### config.mk
export PLATFORM = sky130hd
export DESIGN_NAME = kabf_ctrl
export DESIGN_NICKNAME = d
export VERILOG_FILES = /design/src/hw/rtl/kalman_angle_bias_filter_assert.svh /design/src/hw/rtl/kabf_pkg.sv /design/src/hw/rtl/kabf_ctrl.sv
export SDC_FILE = /design/constraint.sdc
export NUM_CORES = 1
export LEC_CHECK = 0
export BUFFER_PORTS_ARGS = -buffer_cell sky130_fd_sc_hd__buf_2
export CAP_MARGIN = 5
export CORE_MARGIN = 4
export CORE_UTILIZATION = 40
export CTS_CLUSTER_SIZE = 28
export DETAILED_ROUTE_END_ITERATION = 12
export MAX_ROUTING_LAYER = met4
export PLACE_DENSITY = 0.74
export SLEW_MARGIN = 20
export SYNTH_ARGS = -nofsm -noshare
export SYNTH_HDL_FRONTEND = slang
export SYNTH_SLANG_ARGS = --single-unit
### constraint.sdc
create_clock -name clk -period 4.7 [get_ports clk]
set_input_delay 0.94 -clock clk [delete_from_list [all_inputs] [get_ports clk]]
set_output_delay 0.94 -clock clk [all_outputs]
set_load 0.005 [all_outputs]
### src/hw/rtl/kalman_angle_bias_filter_assert.svh
// assertion macros for the kalman angle/bias filter
`ifndef KALMAN_ANGLE_BIAS_FILTER_ASSERT_SVH
`define KALMAN_ANGLE_BIAS_FILTER_ASSERT_SVH
`ifndef SYNTHESIS
`define KABF_ASSERT_IMP(lbl, cond, prop) \
	lbl: assert property (@(posedge clk) disable iff (!arst_n) (cond) |-> (prop)) \
		else $error("kabf assertion failed");
`define KABF_ASSERT_NXT(lbl, cond, prop) \
	lbl: assert property (@(posedge clk) disable iff (!arst_n) (cond) |=> (prop)) \
		else $error("kabf assertion failed");
`else
`define KABF_ASSERT_IMP(lbl, cond, prop)
`define KABF_ASSERT_NXT(lbl, cond, prop)
`endif
`endif

### src/hw/rtl/kabf_pkg.sv
// shared types, codes and constants for the kalman angle/bias filter
package kabf_pkg;

	localparam int FRAC = 28;

	localparam logic [30:0] RST_SAMPLE_PERIOD = 31'd2684355;
	localparam logic [30:0] RST_ANGLE_NOISE   = 31'd268435;
	localparam logic [30:0] RST_BIAS_NOISE    = 31'd805306;
	localparam logic [30:0] RST_MEAS_NOISE    = 31'd8053064;

	localparam logic [1:0] CFG_SAMPLE_PERIOD = 2'd0;
	localparam logic [1:0] CFG_ANGLE_NOISE   = 2'd1;
	localparam logic [1:0] CFG_BIAS_NOISE    = 2'd2;
	localparam logic [1:0] CFG_MEAS_NOISE    = 2'd3;

	typedef logic [3:0] step_t;

	localparam step_t ST_PRED_ANG  = 4'd0;
	localparam step_t ST_DTP11     = 4'd1;
	localparam step_t ST_INNER     = 4'd2;
	localparam step_t ST_P00       = 4'd3;
	localparam step_t ST_P01P10    = 4'd4;
	localparam step_t ST_P11       = 4'd5;
	localparam step_t ST_INNOV     = 4'd6;
	localparam step_t ST_K0        = 4'd7;
	localparam step_t ST_K1        = 4'd8;
	localparam step_t ST_CORR_ANG  = 4'd9;
	localparam step_t ST_CORR_BIAS = 4'd10;
	localparam step_t ST_N00       = 4'd11;
	localparam step_t ST_N01       = 4'd12;
	localparam step_t ST_P10U      = 4'd13;
	localparam step_t ST_P11U      = 4'd14;
	localparam step_t ST_FINISH    = 4'd15;

	localparam logic [1:0] KIND_ALU = 2'd0;
	localparam logic [1:0] KIND_MUL = 2'd1;
	localparam logic [1:0] KIND_DIV = 2'd2;

	typedef struct packed {
		logic  load;
		logic  start;
		logic  commit;
		step_t step;
	} kabf_cmd_t;

	typedef struct packed {
		logic unit_done;
		logic s_pos;
		logic out_full;
	} kabf_sts_t;

	function automatic logic [1:0] step_kind(input step_t s);
		logic [1:0] k;
		case (s)
			ST_INNER, ST_P01P10, ST_INNOV, ST_FINISH: k = KIND_ALU;
			ST_K0, ST_K1: k = KIND_DIV;
			default: k = KIND_MUL;
		endcase
		return k;
	endfunction

	function automatic logic [63:0] mag64(input logic signed [63:0] v);
		return v[63] ? 64'(-v) : 64'(v);
	endfunction

endpackage

### src/hw/rtl/kabf_ctrl.sv
// controller: walks the predict/correct step sequence and drives the datapath
module kabf_ctrl import kabf_pkg::*; (
	input  logic      clk,
	input  logic      arst_n,
	input  logic      in_valid,
	output logic      in_ready,
	input  kabf_sts_t sts,
	output kabf_cmd_t cmd
);
	localparam logic [1:0] CS_IDLE  = 2'd0;
	localparam logic [1:0] CS_ISSUE = 2'd1;
	localparam logic [1:0] CS_WAIT  = 2'd2;

	logic [1:0] state_q, state_d;
	step_t      step_q, step_d;

	always_comb begin
		state_d    = state_q;
		step_d     = step_q;
		in_ready   = 1'b0;
		cmd.load   = 1'b0;
		cmd.start  = 1'b0;
		cmd.commit = 1'b0;
		cmd.step   = step_q;
		case (state_q)
			CS_IDLE: begin
				in_ready = 1'b1;
				if (in_valid) begin
					cmd.load = 1'b1;
					step_d   = ST_PRED_ANG;
					state_d  = CS_ISSUE;
				end
			end
			CS_ISSUE: begin
				if (step_q == ST_K0 && !sts.s_pos) begin
					step_d = ST_CORR_ANG;
				end else if (step_kind(step_q) == KIND_ALU) begin
					if (step_q == ST_FINISH) begin
						// hold until the result register has room
						if (!sts.out_full) begin
							cmd.commit = 1'b1;
							state_d    = CS_IDLE;
						end
					end else begin
						cmd.commit = 1'b1;
						step_d     = step_q + 4'd1;
					end
				end else begin
					cmd.start = 1'b1;
					state_d   = CS_WAIT;
				end
			end
			CS_WAIT: begin
				if (sts.unit_done) begin
					cmd.commit = 1'b1;
					step_d     = step_q + 4'd1;
					state_d    = CS_ISSUE;
				end
			end
			default: begin
				state_d = CS_IDLE;
			end
		endcase
	end

	always_ff @(posedge clk or negedge arst_n) begin
		if (!arst_n) begin
			state_q <= CS_IDLE;
			step_q  <= ST_PRED_ANG;
		end else begin
			state_q <= state_d;
			step_q  <= step_d;
		end
	end
endmodule

==> run_results.csv <==
group,metric,value,unit
logic_synthesis,syn_nets,74,
global_routing,grt_use_met1,16.4,%
floorplanning,rows,13,
global_routing,antenna_found_initial,0,
power,ir_drop,0.219,mV
global_routing,grt.total_usage,12.8,%
timing,fin_ws,1.88,ns
power,intPower,203,µW
global_routing,grtUsageMet3,1.19,%
routing,post_drt_wl_per_cell,12.9,µm
timing,timing.hold.ws,0.516,ns
worst_setup_path,r2r_cells,5,
worst_setup_path,cp.arrival,1.88,ns
worst_setup_path,end_kind,"primary output",
clocking,cts_buffers,3,
power,power_frac_clock,12.3,%
placed_design,portBuffers,13,
logic_synthesis,syn_area_per_cell,9.57,µm²
layout,fin_area,669,µm²
global_routing,grt_pass1_vias,446,
placed_design,pre_cts_slack,1.94,ns
power,powerDensity,531,nW/µm²
floorplanning,die_area,2110,µm²
routing,drtIter0Drc,5,
placed_design,place.gp.congestion,0.875,
timing,max_freq,0.355,GHz
worst_setup_path,r2r_start,"step_q[1]",
floorplanning,core_area,1330,µm²
timing,rsz0062_at_grt,"false",
layout,drive_above_1_share,33.3,%
logic_synthesis,synthDistinctLibCells,31,
global_routing,use_met2,20.3,%
timing,hold_violations,0,
logic_synthesis,ys_async_sr_fraction,100,%
logic_synthesis,ys_ff_latch,6,
global_routing,busiest_layer,"met2",
routing,routed_wl,1160,µm
clocking,cts_num_sinks,6,
placed_design,dpl.hpwl,976,µm
floorplanning,initial_core_util,43.1,%
logic_synthesis,synth_mux_area_share,4.36,%
routing,routed_via_density,5.36,
timing,post-route-period-util,59.9,%
floorplanning,die_y,45.9,µm
timing,worst_pin_slew,0.394,ns
timing,clock-skew-final,0.000882,ns
clocking,insertion_delay,0.23,ns
logic_synthesis,synthXorXnorAreaFrac,0,%
clocking,cts_resized,0,
layout,fin_nets,91,
worst_setup_path,reg2reg_setup_slack,2.61,ns
logic_synthesis,ys_top_cells_by_count,"8 x ha_1, 6 x dfrtp_1, 6 x inv_1",
flow_run,drv_cap,0,
layout,layout.cells.non_filler,90,
routing,ant_nets,0,
clocking,htree_levels,1,
power,seqPwrFrac,24.4,%
clocking,cts_tree,"built",
routing,via_count,482,
logic_synthesis,netlist_instances,60,
placed_design,dpl_cell_area,647,µm²
worst_setup_path,worst-setup-path-type,"flop to primary output",
logic_synthesis,synth_simple_gate_area_share,17.9,%
min_path,hold_class,"input pin to asynchronous set/reset pin",
power,p_leak,0.342,nW
worst_setup_path,critPathRequiredTime,3.76,ns
logic_synthesis,synth_compound_area_share,28.3,%
clocking,cts_buffer_depth,2,
logic_synthesis,synth_ff_type,"dfrtp_1",
worst_setup_path,timing.rr.end,"step_q[0]",
worst_setup_path,start_kind,"flop",
global_routing,grt_max_degree,11,
timing,fin_tns_setup,0,ns
routing,dr.pass1.iters,2,
timing,max-slew-margin-rel,73.4,%
layout,antennaDiodeCount,0,
outcome,status,"finished, final reports clean",
logic_synthesis,synthMostInstantiatedCell,"ha_1",
clocking,clkTransAtPathRegs,0.04,ns
logic_synthesis,synth_top_area_share,26.1,%
timing,period_minus_slack,2.82,ns
worst_setup_path,path_max_fanout,7,
logic_synthesis,synth_area,574,µm²
power,power.switching,152,µW
logic_synthesis,ys_seq_area_share,26.1,%
clocking,post_cts_buffers,0,
floorplanning,die_w,45.9,µm
logic_synthesis,synthAdderAreaFrac,17.4,%
logic_synthesis,ys_warn_count,0,
routing,drcViolationCount,0,
power,p_comb_share,63.3,%
logic_synthesis,yosys-top-cells-area,"dfrtp_1 26%, ha_1 17%, o21ai_0 4.4%",
clocking,ctsHoldBuffers,0,
global_routing,grt_pass1_wl,1910,µm
floorplanning,boundaryPins,14,
placed_design,dp_cells,87,
logic_synthesis,synth_top_family_by_area,"compound AO/OA/AOI/OAI gates",
timing,slew_viol_final,0,
worst_setup_path,crit_start,"step_q[1]",
power,netSwitchingFraction,42.8,%
layout,area.growth.synth_to_final,16.6,%
timing,setup_violations,0,
global_routing,gr-total-overflow,0,
logic_synthesis,yosys.area.top_type,"dfrtp_1",
logic_synthesis,synth_edf_count,0,
clocking,ctsRootBufferMaster,"clkbuf_4",
[placed cells by master (no fill, tap or decap), types with 3 or more instances in the layout]
| master | count |
|---|---|
| buf_2 | 13 |
| ha_1 | 8 |
| inv_1 | 6 |
| dfrtp_1 | 6 |
| o21ai_0 | 5 |
| nand2_1 | 3 |
| nor2_1 | 3 |
| clkbuf_4 | 3 |
[stage by stage]
stage               util, %  power, mW
floorplan                 -      0.253
global placement       48.5      0.309
detailed placement     48.5      0.312
CTS                    50.2      0.360
global route           50.2      0.392
finish                 50.2      0.355
[worst max-delay path: stages, from the launching register on]
cell,delay [ns]
dfrtp_1,0.44
ha_1,0.29
a21oi_1,0.37
and2_1,0.18
o21ai_0,0.07
a21boi_0,0.16
buf_2,0.13
[logic make-up after synthesis]
group,count (synthesis)
buffers and inverters,7
and+or+nand+nor,16
AOI/OAI and AO/OA,21
adders and majority gates,8
muxes,2
DFF,6
[layer usage]
layer | part of all wire (%) | up-vias
met2 | 51 | 10
li1 | - | 248
met5 | 0 | -
met1 | 44 | 222
met3 | 3.5 | 2
met4 | 1.3 | 0
[final cells by class]
type / instances / area (µm²)
Sequential cell: 6 / 150
Multi-Input combinational cell: 47 / 390
Tap cell: 15 / 18.8
Inverter: 6 / 22.5
Clock buffer: 3 / 22.5
Timing Repair Buffer: 13 / 65.1
Fill cell: 135 / 664
[flip-flops by register name, indices dropped and copies added (netlist names)]
signal	count
step_q	4
state_q	2
[worst max path at each step]
stage          endpoint  slack (ns)  cells past startpoint
2_1_floorplan    cmd[4]        2.17                      4
3_3_place_gp     cmd[4]        1.94                      6
3_5_place_dp     cmd[4]        1.94                      6
4_1_cts          cmd[4]        1.88                      6
5_1_grt          cmd[4]        1.73                      6
6_report         cmd[4]        1.88                      6
[power groups by stage]
stage / Combinational [mW] / Sequential (mW) / Clock, mW
final: 0.225 / 0.0869 / 0.0437
after global routing: 0.253 / 0.0904 / 0.0479
after CTS: 0.227 / 0.0869 / 0.0464
after floorplan: 0.169 / 0.0843 / 0
after detailed placement: 0.225 / 0.0876 / 0
after global placement: 0.222 / 0.0867 / 0
Power figures use the tool's default switching activity.
